<file path="config.mk">
export PLATFORM = sky130hd
export DESIGN_NAME = stepper_elevator_controller
export DESIGN_NICKNAME = d
export VERILOG_FILES = /design/src/rtl/core/sec_pkg.sv /design/src/rtl/core/stepper_elevator_controller.sv /design/src/rtl/core/sec_cfg_regs.sv /design/src/rtl/core/sec_core.sv
export SDC_FILE = /design/constraint.sdc
export NUM_CORES = 1
export LEC_CHECK = 0
export ABC_CLOCK_PERIOD_IN_PS = 7450
export BUFFER_PORTS_ARGS = -buffer_cell sky130_fd_sc_hd__buf_2
export CORE_MARGIN = 5
export CORE_UTILIZATION = 35
export CTS_CLUSTER_DIAMETER = 40
export DETAILED_ROUTE_END_ITERATION = 10
export HOLD_SLACK_MARGIN = 0.08
export PLACE_DENSITY_LB_ADDON = 0.12
export SETUP_SLACK_MARGIN = 0.02
export SLEW_MARGIN = 15
export SYNTH_ARGS = -nofsm -noshare
export SYNTH_HDL_FRONTEND = slang
export SYNTH_SLANG_ARGS = --single-unit
</file>
<file path="constraint.sdc">
create_clock -name clk -period 7.45 [get_ports clk]
set_clock_uncertainty 0.2 [all_clocks]
set_input_delay 2.235 -clock clk [delete_from_list [all_inputs] [get_ports clk]]
set_output_delay 2.235 -clock clk [all_outputs]
set_load 0.03 [all_outputs]
</file>
<file path="src/rtl/core/sec_pkg.sv">
// Shared types, codes and helpers for the stepper elevator controller.
// No dependencies; imported by every module of the block.
package sec_pkg;

  localparam int POSITION_BITS = 16;
  localparam int TIMER_BITS    = 16;
  // Widths for comparing internal values against the 16 bit register fields.
  localparam int PCW = (POSITION_BITS > 16) ? POSITION_BITS : 16;
  localparam int TCW = (TIMER_BITS > 16) ? TIMER_BITS : 16;

  typedef logic signed [POSITION_BITS-1:0] pos_t;
  typedef logic [TIMER_BITS-1:0]           timer_t;

  localparam pos_t   POS_MAX   = {1'b0, {(POSITION_BITS-1){1'b1}}};
  localparam pos_t   POS_MIN   = {1'b1, {(POSITION_BITS-1){1'b0}}};
  localparam timer_t TIMER_MAX = {TIMER_BITS{1'b1}};

  // User commands; the remaining codes act as no command.
  localparam logic [2:0] CMD_UP     = 3'd1;
  localparam logic [2:0] CMD_DOWN   = 3'd2;
  localparam logic [2:0] CMD_AUTO   = 3'd3;
  localparam logic [2:0] CMD_MANUAL = 3'd4;

  // Mode codes as seen on the result channel.
  localparam logic [2:0] MODE_BOOT    = 3'd0;
  localparam logic [2:0] MODE_STEPOFF = 3'd1;
  localparam logic [2:0] MODE_IDLE    = 3'd2;
  localparam logic [2:0] MODE_UP      = 3'd3;
  localparam logic [2:0] MODE_DOWN    = 3'd4;
  localparam logic [2:0] MODE_AUTO    = 3'd5;

  // Configuration register indexes.
  localparam logic [2:0] REG_BOOT_PERIOD   = 3'd0;
  localparam logic [2:0] REG_SLOW_PERIOD   = 3'd1;
  localparam logic [2:0] REG_MIDDLE_PERIOD = 3'd2;
  localparam logic [2:0] REG_FAST_PERIOD   = 3'd3;
  localparam logic [2:0] REG_SPEED_HOLD    = 3'd4;
  localparam logic [2:0] REG_UPPER_LIMIT   = 3'd5;
  localparam logic [2:0] REG_LOWER_LIMIT   = 3'd6;

  typedef struct packed {
    logic [15:0]        boot_period;
    logic [15:0]        slow_period;
    logic [15:0]        middle_period;
    logic [15:0]        fast_period;
    logic [14:0]        speed_hold;
    logic signed [15:0] upper_limit;
    logic signed [15:0] lower_limit;
  } cfg_t;

  typedef struct packed {
    logic [2:0]  user_command;
    logic [15:0] pressed_time;
    logic        up_limit_pressed;
    logic        auto_allowed;
    logic        laser_seen;
    logic        auto_flag;
  } tick_t;

  typedef struct packed {
    logic [2:0]  mode_code;
    logic        step_up;
    logic        step_down;
    logic        hold_platen;
    logic        auto_cancel;
    logic [15:0] step_position;
  } res_t;

  function automatic logic signed [PCW-1:0] pos_ext(input pos_t p);
    logic signed [PCW-1:0] r;
    r = PCW'(p);
    return r;
  endfunction

  function automatic logic signed [PCW-1:0] lim_ext(input logic signed [15:0] v);
    logic signed [PCW-1:0] r;
    r = PCW'(v);
    return r;
  endfunction

  function automatic logic tmr_gt(input timer_t t, input logic [15:0] per);
    logic [TCW-1:0] a;
    logic [TCW-1:0] b;
    a = TCW'(t);
    b = TCW'(per);
    return a > b;
  endfunction

endpackage

</file>
<file path="src/rtl/core/stepper_elevator_controller.sv">
// Stepper elevator controller: homes a platen against the upper limit switch,
// then runs manual and laser-guided automatic moves, one request per timer tick.
// Input channel (in_*): one tick request per accepted transfer, carrying the
// user command, button hold time, limit switch, auto-enable, laser and auto flag.
// Result channel (out_*): one result per tick with the mode, step pulses, the
// platen hold level, the auto-cancel pulse and the step position after the tick.
// Configuration channel (cfg_*): always ready; cfg_index selects the register.
// A tick accepted into the input register passes through the mode logic into
// the result register once that register is free, and out_valid is high from
// then on. Throughput is one tick per cycle while out_stall is low, as the
// registered mode, timer and position are updated once for each tick.
// When out_stall holds the result register full, the next tick waits in the
// input register and in_stall rises only once both registers are occupied.
// Synchronous reset puts the block in bootup with timer, position, auto and
// hold state cleared, loads the register defaults and empties both registers.
module stepper_elevator_controller import sec_pkg::*; (
  input  logic        clk,
  input  logic        rst_n,
  input  logic        in_valid,
  output logic        in_stall,
  input  logic [2:0]  in_user_command,
  input  logic [15:0] in_pressed_time,
  input  logic        in_up_limit_pressed,
  input  logic        in_auto_allowed,
  input  logic        in_laser_seen,
  input  logic        in_auto_flag,
  output logic        out_valid,
  input  logic        out_stall,
  output logic [2:0]  out_mode_code,
  output logic        out_step_up,
  output logic        out_step_down,
  output logic        out_hold_platen,
  output logic        out_auto_cancel,
  output logic signed [15:0] out_step_position,
  input  logic        cfg_valid,
  output logic        cfg_ready,
  input  logic [2:0]  cfg_index,
  input  logic [15:0] cfg_data
);

  cfg_t  cfg;
  tick_t tick_in;
  tick_t tick_r;
  res_t  res;
  res_t  res_r;
  logic  tick_valid_r;
  logic  out_valid_r;
  logic  out_free;
  logic  advance;
  logic  in_accept;

  assign cfg_ready = 1'b1;

  sec_cfg_regs u_cfg (
    .clk      (clk),
    .rst_n    (rst_n),
    .wr_en    (cfg_valid),
    .wr_index (cfg_index),
    .wr_data  (cfg_data),
    .cfg      (cfg)
  );

  assign tick_in.user_command     = in_user_command;
  assign tick_in.pressed_time     = in_pressed_time;
  assign tick_in.up_limit_pressed = in_up_limit_pressed;
  assign tick_in.auto_allowed     = in_auto_allowed;
  assign tick_in.laser_seen       = in_laser_seen;
  assign tick_in.auto_flag        = in_auto_flag;

  assign out_free  = !out_valid_r || !out_stall;
  assign advance   = tick_valid_r && out_free;
  assign in_stall  = tick_valid_r && !out_free;
  assign in_accept = in_valid && !in_stall;

  sec_core u_core (
    .clk     (clk),
    .rst_n   (rst_n),
    .tick_en (advance),
    .tick    (tick_r),
    .cfg     (cfg),
    .res     (res)
  );

  always_ff @(posedge clk) begin
    if (!rst_n) begin
      tick_valid_r <= 1'b0;
      out_valid_r  <= 1'b0;
    end else begin
      tick_valid_r <= in_accept || (tick_valid_r && !advance);
      if (advance) out_valid_r <= 1'b1;
      else if (!out_stall) out_valid_r <= 1'b0;
    end
  end

  always_ff @(posedge clk) begin
    if (in_accept) tick_r <= tick_in;
    if (advance) res_r <= res;
  end

  assign out_valid         = out_valid_r;
  assign out_mode_code     = res_r.mode_code;
  assign out_step_up       = res_r.step_up;
  assign out_step_down     = res_r.step_down;
  assign out_hold_platen   = res_r.hold_platen;
  assign out_auto_cancel   = res_r.auto_cancel;
  assign out_step_position = res_r.step_position;

endmodule

</file>
<file path="src/rtl/core/sec_cfg_regs.sv">
// Configuration register file of the stepper elevator controller.
// Depends on sec_pkg for the register indexes and the cfg_t bundle.
module sec_cfg_regs import sec_pkg::*; (
  input  logic        clk,
  input  logic        rst_n,
  input  logic        wr_en,
  input  logic [2:0]  wr_index,
  input  logic [15:0] wr_data,
  output cfg_t        cfg
);

  cfg_t cfg_r;

  always_ff @(posedge clk) begin
    if (!rst_n) begin
      cfg_r.boot_period   <= 16'd5;
      cfg_r.slow_period   <= 16'd20;
      cfg_r.middle_period <= 16'd10;
      cfg_r.fast_period   <= 16'd2;
      cfg_r.speed_hold    <= 15'd1000;
      cfg_r.upper_limit   <= 16'sd0;
      cfg_r.lower_limit   <= 16'sd10000;
    end else if (wr_en) begin
      case (wr_index)
        REG_BOOT_PERIOD:   cfg_r.boot_period   <= wr_data;
        REG_SLOW_PERIOD:   cfg_r.slow_period   <= wr_data;
        REG_MIDDLE_PERIOD: cfg_r.middle_period <= wr_data;
        REG_FAST_PERIOD:   cfg_r.fast_period   <= wr_data;
        REG_SPEED_HOLD:    cfg_r.speed_hold    <= wr_data[14:0];
        REG_UPPER_LIMIT:   cfg_r.upper_limit   <= wr_data;
        REG_LOWER_LIMIT:   cfg_r.lower_limit   <= wr_data;
        default: ;
      endcase
    end
  end

  assign cfg = cfg_r;

endmodule

</file>
<file path="src/rtl/core/sec_core.sv">
// Mode sequencer, step timer and position counter of the elevator controller.
// Depends on sec_pkg; computes one tick's result from registered state.
module sec_core import sec_pkg::*; (
  input  logic  clk,
  input  logic  rst_n,
  input  logic  tick_en,
  input  tick_t tick,
  input  cfg_t  cfg,
  output res_t  res
);

  typedef enum logic [2:0] {
    M_BOOT    = MODE_BOOT,
    M_STEPOFF = MODE_STEPOFF,
    M_IDLE    = MODE_IDLE,
    M_UP      = MODE_UP,
    M_DOWN    = MODE_DOWN,
    M_AUTO    = MODE_AUTO
  } mode_t;

  mode_t  mode_r, mode_nxt;
  timer_t elapsed_r, elapsed_nxt, elapsed_inc;
  pos_t   pos_r, pos_nxt;
  logic   only_up_r, only_up_nxt;
  logic   hold_r, hold_nxt;
  logic   do_up, do_down, cancel;
  logic [15:0] period;
  logic [15:0] twice_hold;
  logic        below_upper, beyond_lower, under_lower, above_zero;
  logic signed [PCW-1:0] pos_wide;

  always_comb begin
    twice_hold = {cfg.speed_hold, 1'b0};
    period = cfg.slow_period;
    if (tick.pressed_time >= twice_hold) begin
      period = cfg.fast_period;
    end else if (tick.pressed_time >= {1'b0, cfg.speed_hold}) begin
      period = cfg.middle_period;
    end
  end

  assign elapsed_inc  = (elapsed_r == TIMER_MAX) ? elapsed_r : elapsed_r + 1'b1;
  assign below_upper  = pos_ext(pos_r) <= lim_ext(cfg.upper_limit);
  assign beyond_lower = pos_ext(pos_r) >  lim_ext(cfg.lower_limit);
  assign under_lower  = pos_ext(pos_r) <  lim_ext(cfg.lower_limit);
  assign above_zero   = pos_r > pos_t'(0);

  always_comb begin
    mode_nxt    = mode_r;
    pos_nxt     = pos_r;
    only_up_nxt = only_up_r;
    hold_nxt    = hold_r;
    do_up       = 1'b0;
    do_down     = 1'b0;
    cancel      = 1'b0;
    case (mode_r)
      M_STEPOFF: begin
        if (tick.up_limit_pressed) begin
          do_down = tmr_gt(elapsed_inc, cfg.slow_period);
        end else begin
          pos_nxt  = '0;
          mode_nxt = M_IDLE;
        end
      end
      M_IDLE: begin
        if (tick.user_command == CMD_AUTO) mode_nxt = M_AUTO;
        else if (tick.user_command == CMD_DOWN) mode_nxt = M_DOWN;
        else if (tick.user_command == CMD_UP) mode_nxt = M_UP;
      end
      M_UP: begin
        if (tick.user_command == CMD_AUTO || tick.auto_flag) begin
          mode_nxt = M_AUTO;
        end else if (tick.user_command == CMD_DOWN) begin
          mode_nxt = M_DOWN;
        end else if (tick.up_limit_pressed) begin
          mode_nxt = M_STEPOFF;
        end else if (tick.user_command == CMD_UP) begin
          if (below_upper) mode_nxt = M_IDLE;
          else do_up = tmr_gt(elapsed_inc, period);
        end
      end
      M_DOWN: begin
        if (tick.user_command == CMD_AUTO || tick.auto_flag) begin
          mode_nxt = M_AUTO;
        end else if (tick.user_command == CMD_UP) begin
          mode_nxt = M_UP;
        end else if (tick.user_command == CMD_DOWN) begin
          if (beyond_lower) mode_nxt = M_IDLE;
          else do_down = tmr_gt(elapsed_inc, period);
        end
      end
      M_AUTO: begin
        if ((!tick.auto_allowed && tick.auto_flag) || tick.user_command == CMD_MANUAL) begin
          cancel      = 1'b1;
          hold_nxt    = 1'b0;
          only_up_nxt = 1'b0;
          mode_nxt    = M_IDLE;
        end else begin
          // Descend until the stack is seen or the lower limit is reached.
          if (!only_up_r) begin
            if (under_lower && !tick.laser_seen) begin
              do_down = tmr_gt(elapsed_inc, cfg.middle_period);
            end else begin
              only_up_nxt = 1'b1;
            end
          end
          // A down step only happens without the laser, so these are exclusive.
          if (tick.laser_seen) begin
            hold_nxt = 1'b1;
            do_up = above_zero && !tick.up_limit_pressed &&
                    tmr_gt(elapsed_inc, cfg.slow_period);
          end else begin
            hold_nxt = 1'b0;
          end
        end
      end
      default: begin
        if (tick.up_limit_pressed) mode_nxt = M_STEPOFF;
        else do_up = tmr_gt(elapsed_inc, cfg.boot_period);
      end
    endcase

    elapsed_nxt = elapsed_inc;
    if (do_up) begin
      elapsed_nxt = '0;
      if (pos_r != POS_MIN) pos_nxt = pos_r - 1'b1;
    end
    if (do_down) begin
      elapsed_nxt = '0;
      if (pos_r != POS_MAX) pos_nxt = pos_r + 1'b1;
    end
  end

  always_ff @(posedge clk) begin
    if (!rst_n) begin
      mode_r    <= M_BOOT;
      elapsed_r <= '0;
      pos_r     <= '0;
      only_up_r <= 1'b0;
      hold_r    <= 1'b0;
    end else if (tick_en) begin
      mode_r    <= mode_nxt;
      elapsed_r <= elapsed_nxt;
      pos_r     <= pos_nxt;
      only_up_r <= only_up_nxt;
      hold_r    <= hold_nxt;
    end
  end

  assign pos_wide = pos_ext(pos_nxt);

  always_comb begin
    res.mode_code     = mode_nxt;
    res.step_up       = do_up;
    res.step_down     = do_down;
    res.hold_platen   = hold_nxt;
    res.auto_cancel   = cancel;
    res.step_position = pos_wide[15:0];
  end

endmodule

</file>
==> results_dict.tcl, run 1 <==
set metrics [dict create \
    status "completed" \
    p_per_area_nw_per_um2 178 \
    synth.most_common_cell "nand2_1" \
    netlist_instances 1436 \
    setup_viol 0 \
    synth_seq_cells 196 \
    cts_buffers 17 \
    globalplace.congestion 0.893 \
    wire_per_inst_um 18.4 \
    fin_crit_sh 0.883 \
    relSlewSlack 0.240 \
    num_io_pins 73 \
    via_count 10221 \
    placed_area_um2 12800 \
    hold_viol 0 \
    antenna_found_initial 1 \
    root_buffer "clkbuf_16" \
    track_usage 0.186 \
    hold_buffers 0 \
    die_x_um 195 \
    ys_async_sr_fraction 0 \
    diodes 0 \
    fin_setup_tns_ns 0 \
    dieArea_um2 38000 \
    numPortBuffers 71 \
    clkTransAtPathRegs_ns 0.08 \
    required_ns 7.46 \
    path_class "reg -> reg" \
    row_count 67 \
    drive_above_1_share 0.106 \
    cts_tree "done" \
    clock_path_buffers 2 \
    cts_resized 0 \
    synthTopCellsByArea "dfxtp_1 (25%), ha_1 (14%), edfxtp_1 (12%)" \
    r2r-end "out_step_position[1]" \
    nets 1652 \
    start_kind "flip-flop" \
    cap_violations 0 \
    post-cts-setup-buffer-count 0 \
    grt_pass1_wl_um 56000 \
    coreArea_um2 33600 \
    ant_nets 0 \
    hold_end "u_cfg.cfg[72]" \
    dr.pass1.iters 5 \
    synth_seq_area_share 0.366 \
    dp_hpwl_um 25500 \
    min_from "u_cfg.cfg[72]" \
    synth_area_um2 12000 \
    r2r-start "tick_r[4]" \
    gr-total-overflow 0 \
    start_util 0.356 \
    wl_um 35700 \
    clock_latency_ns 0.46 \
    hold_class "reg -> reg" \
    yosys.area.top_type "dfxtp_1" \
    p_leak_nw 5.44 \
    synth_top_area_share 0.251 \
    drt_iter0_drc 681 \
    yosysUniqueCellTypes 77 \
    drc_errors 0 \
    r2r_cells 22 \
    syn-num-nets 1613 \
    synth_common_cells "nand2_1 (277), a21oi_1 (158), dfxtp_1 (150)" \
    cp_max_fo 16 \
    grt_start_max_net_pins 93 \
    die_h_um 195 \
    final-max-slew-violation-count 0 \
    design_area_um2 13400 \
    reg2reg_slack_ns 0.87 \
    cts.sinks 196 \
    ir_drop_v 0.000166 \
    synth-edff-count 46 \
    fin_crit_ns 6.58 \
    synthFlopType "dfxtp_1" \
    hold_path_depth 2 \
    grt_setup_unrepaired "false" \
    syn2layout_area_growth_pct 11.6 \
    grt_pass1_vias 9653 \
    worstPathArrival_ns 6.58 \
    vias_per_cell 5.28 \
    synth_warnings 0 \
    worstMarginPinSlew_ns 1.14 \
    max_freq_ghz 0.152 \
    syn_avg_cell_area_um2 8.33 \
    critPathCaptureType "flip-flop" \
    htree_levels 4 \
]
## cell usage in the layout (no fill, tap or decap), types with 7 or more instances in the layout
cell type | netlist | final
clkbuf_16 | 0 | 18
nand2b_1 | 12 | 12
nor4_1 | 7 | 7
a22oi_1 | 17 | 17
nor3_1 | 24 | 22
nor2_1 | 62 | 62
o211ai_1 | 29 | 29
buf_4 | 4 | 15
mux2i_1 | 40 | 40
and3_1 | 20 | 20
a21oi_1 | 158 | 158
a21o_1 | 24 | 24
inv_1 | 109 | 108
or4_1 | 7 | 7
dfxtp_1 | 150 | 150
and2_1 | 12 | 12
or3_1 | 8 | 8
ha_1 | 130 | 130
edfxtp_1 | 46 | 46
buf_2 | 3 | 71
o21ai_0 | 32 | 32
nand4_1 | 26 | 26
nor2b_1 | 15 | 14
xnor2_1 | 11 | 11
nand3_1 | 38 | 38
nand2_1 | 277 | 277
a31oi_1 | 10 | 9
## routing by layer
metal	GRT usage	part of all wire	vias up
li1	-	-	5163
met1	0.273	0.50	4764
met2	0.282	0.44	257
met3	0.0329	0.050	35
met4	0.0453	0.017	2
met5	0	0.00020	-
## state kept, by name, indices dropped and copies added, names as in the netlist
register           cells
out_hold_platen        1
u_core.elapsed_r      16
u_cfg.cfg            111
tick_valid_r           1
u_core.hold_r          1
out_step_down          1
u_core.only_up_r       1
out_auto_cancel        1
out_valid              1
u_core.pos_r          16
out_step_up            1
u_core.mode_r          3
tick_r                23
out_step_position     16
out_mode_code          3
## power by group
group | internal, mW | leakage [nW] | switching [mW] | total, mW
Clock | 0.472 | 0.299 | 0.490 | 0.963
Combinational | 0.0929 | 3.48 | 0.178 | 0.271
Sequential | 1.12 | 1.66 | 0.0212 | 1.14
## logic make-up after synthesis
| family | Yosys count | share of synthesized area |
|---|---|---|
| compound gates | 334 | 0.176 |
| xor+xnor | 15 | 0.0110 |
| fa+ha+maj | 130 | 0.136 |
| buf+inv | 176 | 0.0586 |
| flops | 196 | 0.366 |
| mux | 46 | 0.0391 |
| other cells | 1 | 0.000313 |
| simple gates | 538 | 0.213 |
## final cells by class
| type | count | area [um^2] |
|---|---|---|
| Fill cell | 3499 | 20300 |
| Multi-Input combinational cell | 1064 | 6920 |
| Sequential cell | 196 | 4380 |
| Tap cell | 448 | 561 |
| Timing Repair Buffer | 86 | 468 |
| Clock buffer | 18 | 450 |
| Inverter | 110 | 418 |
| Clock inverter | 14 | 151 |
## stage by stage
| step | utilization | power [mW] | setup WS [ns] | hold slack (ns) | instances |
|---|---|---|---|---|---|
| after CTS | 0.397 | 2.41 | 0.925 | 0.259 | 1936 |
| final | 0.397 | 2.37 | 0.874 | 0.256 | 1936 |
| after floorplan | - | 1.33 | 1.92 | 0.234 | 1436 |
| after global placement | 0.379 | 1.43 | 1.03 | 0.241 | 1904 |
| after detailed placement | 0.379 | 1.44 | 0.949 | 0.247 | 1904 |
| after global routing | 0.397 | 2.47 | 0.482 | 0.272 | 1936 |
## how the worst max path moves through the flow
| stage | startpoint | end |
|---|---|---|
| after floorplan | tick_r[5] | out_step_position[1] |
| after global placement | tick_r[4] | out_step_position[1] |
| after detailed placement | tick_r[4] | out_step_position[1] |
| after CTS | tick_r[4] | out_step_position[1] |
| after global routing | tick_r[4] | out_step_position[1] |
| final | tick_r[4] | out_step_position[1] |
## critical path, cell delays in order, from the launching register on
cell,delay (ns)
edfxtp_1,0.39
inv_1,0.07
ha_1,0.21
nand2b_1,0.14
a21o_1,0.17
a21o_1,0.16
a21o_1,0.17
a21o_1,0.16
a2111oi_0,0.94
o31ai_4,0.43
mux2i_1,0.26
mux2i_1,0.09
ha_1,0.29
nor2b_1,0.14
o211ai_1,0.16
a2111oi_0,0.11
or4b_2,0.69
nand2_1,0.13
o22a_1,0.27
a21oi_1,0.28
buf_4,0.28
mux2_2,0.28
or2_2,0.29
Note: power is estimated with default switching activity, not from simulation.
==> run 2, diff against run 1 <==
Settings changed: CTS_BUF_LIST from default to sky130_fd_sc_hd__clkbuf_4 sky130_fd_sc_hd__clkbuf_8 sky130_fd_sc_hd__clkbuf_16, SYNTH_HIERARCHICAL from default to 1.
==> run 2 against run 1 <==
Register-to-register slack improved by 0.21 ns. Power barely moved. Global-route usage is 0.99 points lower. Synthesized area up 1.8%. Sequential share of layout area fell by 0.32 points. Critical path depth decreased by 1. Flip-flop and latch count is the same. Combinational power down 5%. Highest routed layer is now met4. Cell count shrank 5.6%. Largest power group unchanged. Non-clock buffer count shrank 5. Clock-buffer cell count grew 2.
==> results_dict.tcl, run 2 <==
set metrics [dict create \
    sequentialPowerShare 0.480 \
    clock_path_buffers 2 \
    combPwrFrac 0.109 \
    status "completed" \
    hold_end "u_cfg/cfg[46]" \
    start_util 0.354 \
    drc_errors 0 \
    clock_latency_ns 0.45 \
    ant_nets 0 \
    diodes 0 \
    path_class "reg -> reg" \
    start_kind "flip-flop" \
    fin_setup_tns_ns 0 \
    critPathCaptureType "flip-flop" \
    cap_violations 0 \
    r2r-end "out_step_position[4]" \
    synth_top_area_share 0.246 \
    ys_async_sr_fraction 0 \
    cts_resized 0 \
    pwr-share-clk 0.411 \
    largest_reg_flops 111 \
    synth_common_cells "nand2_1 (174), dfxtp_1 (150), mux2i_1 (147)" \
    vias_per_cell 5.27 \
    grt_start_max_net_pins 71 \
    num_io_pins 73 \
    post-cts-setup-buffer-count 0 \
    hold_class "reg -> reg" \
    gr-total-overflow 0 \
    synth_seq_area_share 0.360 \
    synthTopCellsByArea "dfxtp_1 (25%), ha_1 (13%), mux2i_1 (12%)" \
    syn-num-nets 1509 \
    drive_above_1_share 0.106 \
    swShare 0.264 \
    holdWs_ns 0.257 \
    die_h_um 197 \
    nets 1537 \
    coreArea_um2 34500 \
    root_buffer "clkbuf_16" \
    grt_pass1_vias 9418 \
    cp_max_fo 17 \
    cts.sinks 196 \
    fin_crit_ns 6.37 \
    numPortBuffers 71 \
    worstPathArrival_ns 6.35 \
    syn_avg_cell_area_um2 9.15 \
    antenna_found_initial 0 \
    layout_common_cells "nand2_1 (174), dfxtp_1 (150), mux2i_1 (147)" \
    clkTransAtPathRegs_ns 0.07 \
    via_count 9636 \
    yosysUniqueCellTypes 80 \
    p_per_area_nw_per_um2 176 \
    synth_area_um2 12200 \
    synthFlopType "dfxtp_1" \
    drt_iter0_drc 525 \
    synth-edff-count 46 \
    p_sw_mw 0.626 \
    grt_setup_unrepaired "false" \
    min_from "u_cfg/cfg[46]" \
    final_common_cell "nand2_1" \
    max_freq_ghz 0.157 \
    wl_um 33700 \
    final-max-slew-violation-count 0 \
    reg2reg_slack_ns 1.08 \
    syn2layout_area_growth_pct 10.7 \
    p_total_mw 2.37 \
    track_usage 0.176 \
    wire_per_inst_um 18.4 \
    dp_hpwl_um 25000 \
    required_ns 7.43 \
    cts_buffers 17 \
    fin_cells 1828 \
    dr.pass1.iters 5 \
    intPower_mw 1.74 \
    fin_crit_sh 0.854 \
    netlist_instances 1332 \
    ir_drop_v 0.000175 \
    setup_viol 0 \
    yosys.area.top_type "dfxtp_1" \
    relSlewSlack 0.220 \
    p_leak_nw 5.93 \
    hold_viol 0 \
    grt_pass1_wl_um 53600 \
    synth_warnings 6 \
    hold_buffers 0 \
    post-place-cells 1796 \
    synth.most_common_cell "nand2_1" \
    die_x_um 197 \
    r2r_cells 21 \
    cts_tree "done" \
    synth_seq_cells 196 \
    htree_levels 4 \
    worstMarginPinSlew_ns 1.16 \
    row_count 68 \
    r2r-start "tick_r[4]" \
    globalplace.congestion 0.847 \
    hold_path_depth 2 \
    dieArea_um2 38600 \
]
==> run 2: cell count changes in the layout (fill, tap and decap cells not counted), moves of 16 or more <==
cell | before | now
a21oi_1 | 158 | 59
nand2_1 | 277 | 174
nor2_1 | 62 | 39
o211ai_1 | 29 | 10
a22oi_1 | 17 | 1
mux2i_1 | 40 | 147
nor2b_1 | 14 | 42
==> run 2: cell families after synthesis <==
logic type / share of synthesized area
AOI/OAI and AO/OA: 0.122
buffers and inverters: 0.0619
muxes: 0.128
other: 0.000308
DFF: 0.360
adders and majority gates: 0.133
xor gates and xnor gates: 0.0101
and+or+nand+nor: 0.184
==> run 2: through the flow <==
step / setup WS (ns) / cell area [um^2] / utilization
6_report: 1.08 / 13500 / 0.391
3_3_place_gp: 1.14 / 12900 / 0.374
2_1_floorplan: 1.99 / 12200 / -
4_1_cts: 1.04 / 13500 / 0.391
3_5_place_dp: 1.04 / 12900 / 0.374
5_1_grt: 0.633 / 13500 / 0.391
==> run 2: power by group through the flow <==
stage | Clock (mW) | Sequential, mW | Combinational [mW]
finish | 0.975 | 1.14 | 0.258
global route | 1.05 | 1.14 | 0.287
CTS | 1.01 | 1.14 | 0.261
detailed placement | 0 | 1.16 | 0.260
global placement | 0 | 1.16 | 0.257
floorplan | 0 | 1.16 | 0.170
==> run 2: worst max-delay path, stage by stage (launching register included) <==
cell	delay, ns
edfxtp_1	0.37
inv_1	0.07
ha_1	0.21
nand2b_1	0.14
a21o_1	0.18
a21o_1	0.17
a211oi_1	0.26
o21ai_0	0.20
a221oi_1	0.41
o21ai_2	0.29
buf_4	0.26
mux2i_1	0.15
mux2i_1	0.09
ha_1	0.34
nand4_1	0.17
a2111o_1	0.41
a31oi_1	0.40
nand4_1	0.28
a21oi_2	0.67
nand2_1	0.25
o311ai_0	0.43
a21oi_1	0.13
==> run 2: area by class of cell <==
type / instances / area (um^2)
clock buffer: 20 / 472
tap: 455 / 569
fill: 3457 / 21000
inverter: 109 / 409
timing repair buffer: 81 / 433
clock inverter: 12 / 139
sequential: 196 / 4380
multi-input combinational: 955 / 7080
==> run 2: worst max-delay path by stage <==
stage,start,to,slack (ns)
finish,tick_r[4],out_step_position[4],1.08
global placement,tick_r[4],out_step_position[4],1.14
CTS,tick_r[4],out_step_position[4],1.04
floorplan,out_stall,u_core/pos_r[13],1.99
global route,tick_r[4],out_step_position[4],0.63
detailed placement,tick_r[4],out_step_position[4],1.04
==> run 2: layer usage <==
metal / GRT usage / vias to the layer above / part of all wire
li1: - / 4846 / -
met1: 0.256 / 4593 / 0.51
met2: 0.277 / 175 / 0.45
met3: 0.0255 / 22 / 0.034
met4: 0.0395 / 0 / 0.013
met5: 0 / - / 0
==> run 3, diff against run 2 <==
Settings changed: ABC_AREA from default to 1, TNS_END_PERCENT from default to 100.
==> run 3 against run 2 <==
Flip-flop and latch count unchanged. Setup slack improved by 1.2 ns. Hold slack improved by 0.010 ns. Synthesized area increased by 6.4%. Clock-buffer cell count decreased by 2. Routed wire length increased by 14%. Register-to-register slack improved by 1.2 ns. Clock power decreased by 2%. Combinational power increased by 78%. Critical path type unchanged. Largest cell class unchanged. Largest power group unchanged.
==> results_dict.tcl, run 3 <==
set metrics [dict create \
    critPathTopFamily "simple AND/OR/NAND/NOR gates" \
    dp_hpwl_um 28300 \
    syn_avg_cell_area_um2 7.03 \
    cpMaxStageDelayCell "nand2b_1" \
    wire_per_inst_um 16.3 \
    setup_viol 0 \
    nFillCells 3911 \
    synth_seq_area_share 0.338 \
    clock_path_buffers 2 \
    diodes 0 \
    syn2layout_area_growth_pct 9.73 \
    num_io_pins 73 \
    layout_common_cells "nand2_1 (388), nor2_1 (278), inv_1 (230)" \
    synth_warnings 6 \
    cts_tree "done" \
    crit_top_cell "nand2_1" \
    antenna_found_initial 0 \
    cts_buffers 17 \
    relSlewSlack 0.322 \
    synth-edff-count 46 \
    nets 2057 \
    drt_iter0_drc 765 \
    fin_crit_sh 0.696 \
    hold_buffers 0 \
    row_count 70 \
    ant_nets 0 \
    start_kind "flip-flop" \
    yosysUniqueCellTypes 51 \
    drive_above_1_share 0.0940 \
    max_freq_ghz 0.193 \
    gr-total-overflow 0 \
    largest_reg_flops 111 \
    grt_pass1_vias 11068 \
    fin_setup_tns_ns 0 \
    coreArea_um2 36600 \
    post-place-cells 2329 \
    synthFlopType "dfxtp_1" \
    p_per_area_nw_per_um2 182 \
    clkTransAtPathRegs_ns 0.08 \
    holdWs_ns 0.268 \
    wl_um 38400 \
    wl_met3_um 1920 \
    track_usage 0.188 \
    met1_length_um 19500 \
    clock_latency_ns 0.45 \
    synth_top_area_share 0.232 \
    final-max-slew-violation-count 0 \
    synth_common_cells "nand2_1 (388), nor2_1 (279), inv_1 (230)" \
    numPortBuffers 71 \
    netlist_instances 1846 \
    synth_seq_cells 196 \
    globalplace.congestion 0.908 \
    via_count 11759 \
    final_util 0.389 \
    hold_class "reg -> reg" \
    post-cts-setup-buffer-count 0 \
    p_leak_nw 6.58 \
    start_util 0.354 \
    htree_levels 4 \
    dr.pass1.iters 5 \
    grt_start_max_net_pins 85 \
    die_h_um 202 \
    fin_crit_ns 5.18 \
    synth_area_um2 13000 \
    dieArea_um2 41000 \
    status "completed" \
    ys_async_sr_fraction 0 \
    cap_violations 0 \
    path_class "reg -> reg" \
    final_common_cell "nand2_1" \
    wl_met2_um 16700 \
    vias_per_cell 4.98 \
    dp_slack_ns 2.24 \
    synthTopCellsByArea "dfxtp_1 (23%), ha_1 (13%), nand2_1 (11%)" \
    cts_resized 0 \
    drc_errors 0 \
    grt_setup_unrepaired "false" \
    fin_cells 2361 \
    hold_viol 0 \
    ir_drop_v 0.000141 \
    yosys.area.top_type "dfxtp_1" \
    critPathCaptureType "flip-flop" \
    cts.sinks 196 \
    syn-num-nets 2023 \
    worstMarginPinSlew_ns 1.01 \
    worst-path-buf-inv 3 \
    die_x_um 202 \
    fin_ws_ns 2.27 \
    synth.most_common_cell "nand2_1" \
    required_ns 7.63 \
    root_buffer "clkbuf_16" \
    cp_max_fo 18 \
    worstPathArrival_ns 5.36 \
    top_layer "met4" \
    grt_pass1_wl_um 61900 \
    cp_slowest_stage_delay_ns 0.51 \
]
==> run 3: worst paths after layout <==
check	slack, ns	cells past startpoint	startpoint	end
worst max register to register	2.27	26	tick_r[11]	u_core/elapsed_r[12]
worst max-delay path	2.27	26	tick_r[11]	u_core/elapsed_r[12]
worst min-delay path	0.27	2	u_cfg/cfg[9]	u_cfg/cfg[9]
worst min register to register	0.27	2	u_cfg/cfg[9]	u_cfg/cfg[9]
==> run 3: logic make-up after synthesis <==
kind of cell,Yosys count,synth area share
AND/OR/NAND/NOR,963,0.327
buffers and inverters,316,0.102
AO/OA/AOI/OAI,213,0.0891
flip-flops,196,0.338
adder cells (fa/ha/maj),130,0.125
XOR/XNOR,27,0.0182
other,1,0.000289
==> run 3: routing by layer <==
metal  GRT usage  vias to the layer above
met1       0.278                     5401
li1            -                     6079
met2       0.292                      258
met5           0                        -
met4      0.0354                        0
met3      0.0308                       21
==> run 3: tightest hold or removal path, stage by stage, from the launching register on <==
cell and delay [ns]:
dfxtp_1 0.34, nand2_1 0.06, nand3_1 0.05
==> run 3: cell type report <==
type / instances / area (um^2) / share of cell area
multi-input combinational: 1334 / 7280 / 0.512
sequential: 196 / 4380 / 0.308
inverter: 246 / 926 / 0.0651
tap: 468 / 586 / 0.0412
timing repair buffer: 85 / 463 / 0.0325
clock buffer: 18 / 433 / 0.0304
clock inverter: 14 / 158 / 0.0111
==> run 3: where the power goes <==
group	switching, mW	internal, mW	leakage (nW)
clock	0.473	0.483	0.294
combinational	0.306	0.154	4.62
sequential	0.0403	1.13	1.67
==> run 3: metrics by stage <==
step / power [mW] / area, um^2
after global placement: 1.66 / 13600
after CTS: 2.62 / 14200
after detailed placement: 1.66 / 13600
final: 2.59 / 14200
after global routing: 2.74 / 14200
after floorplan: 1.52 / 13000
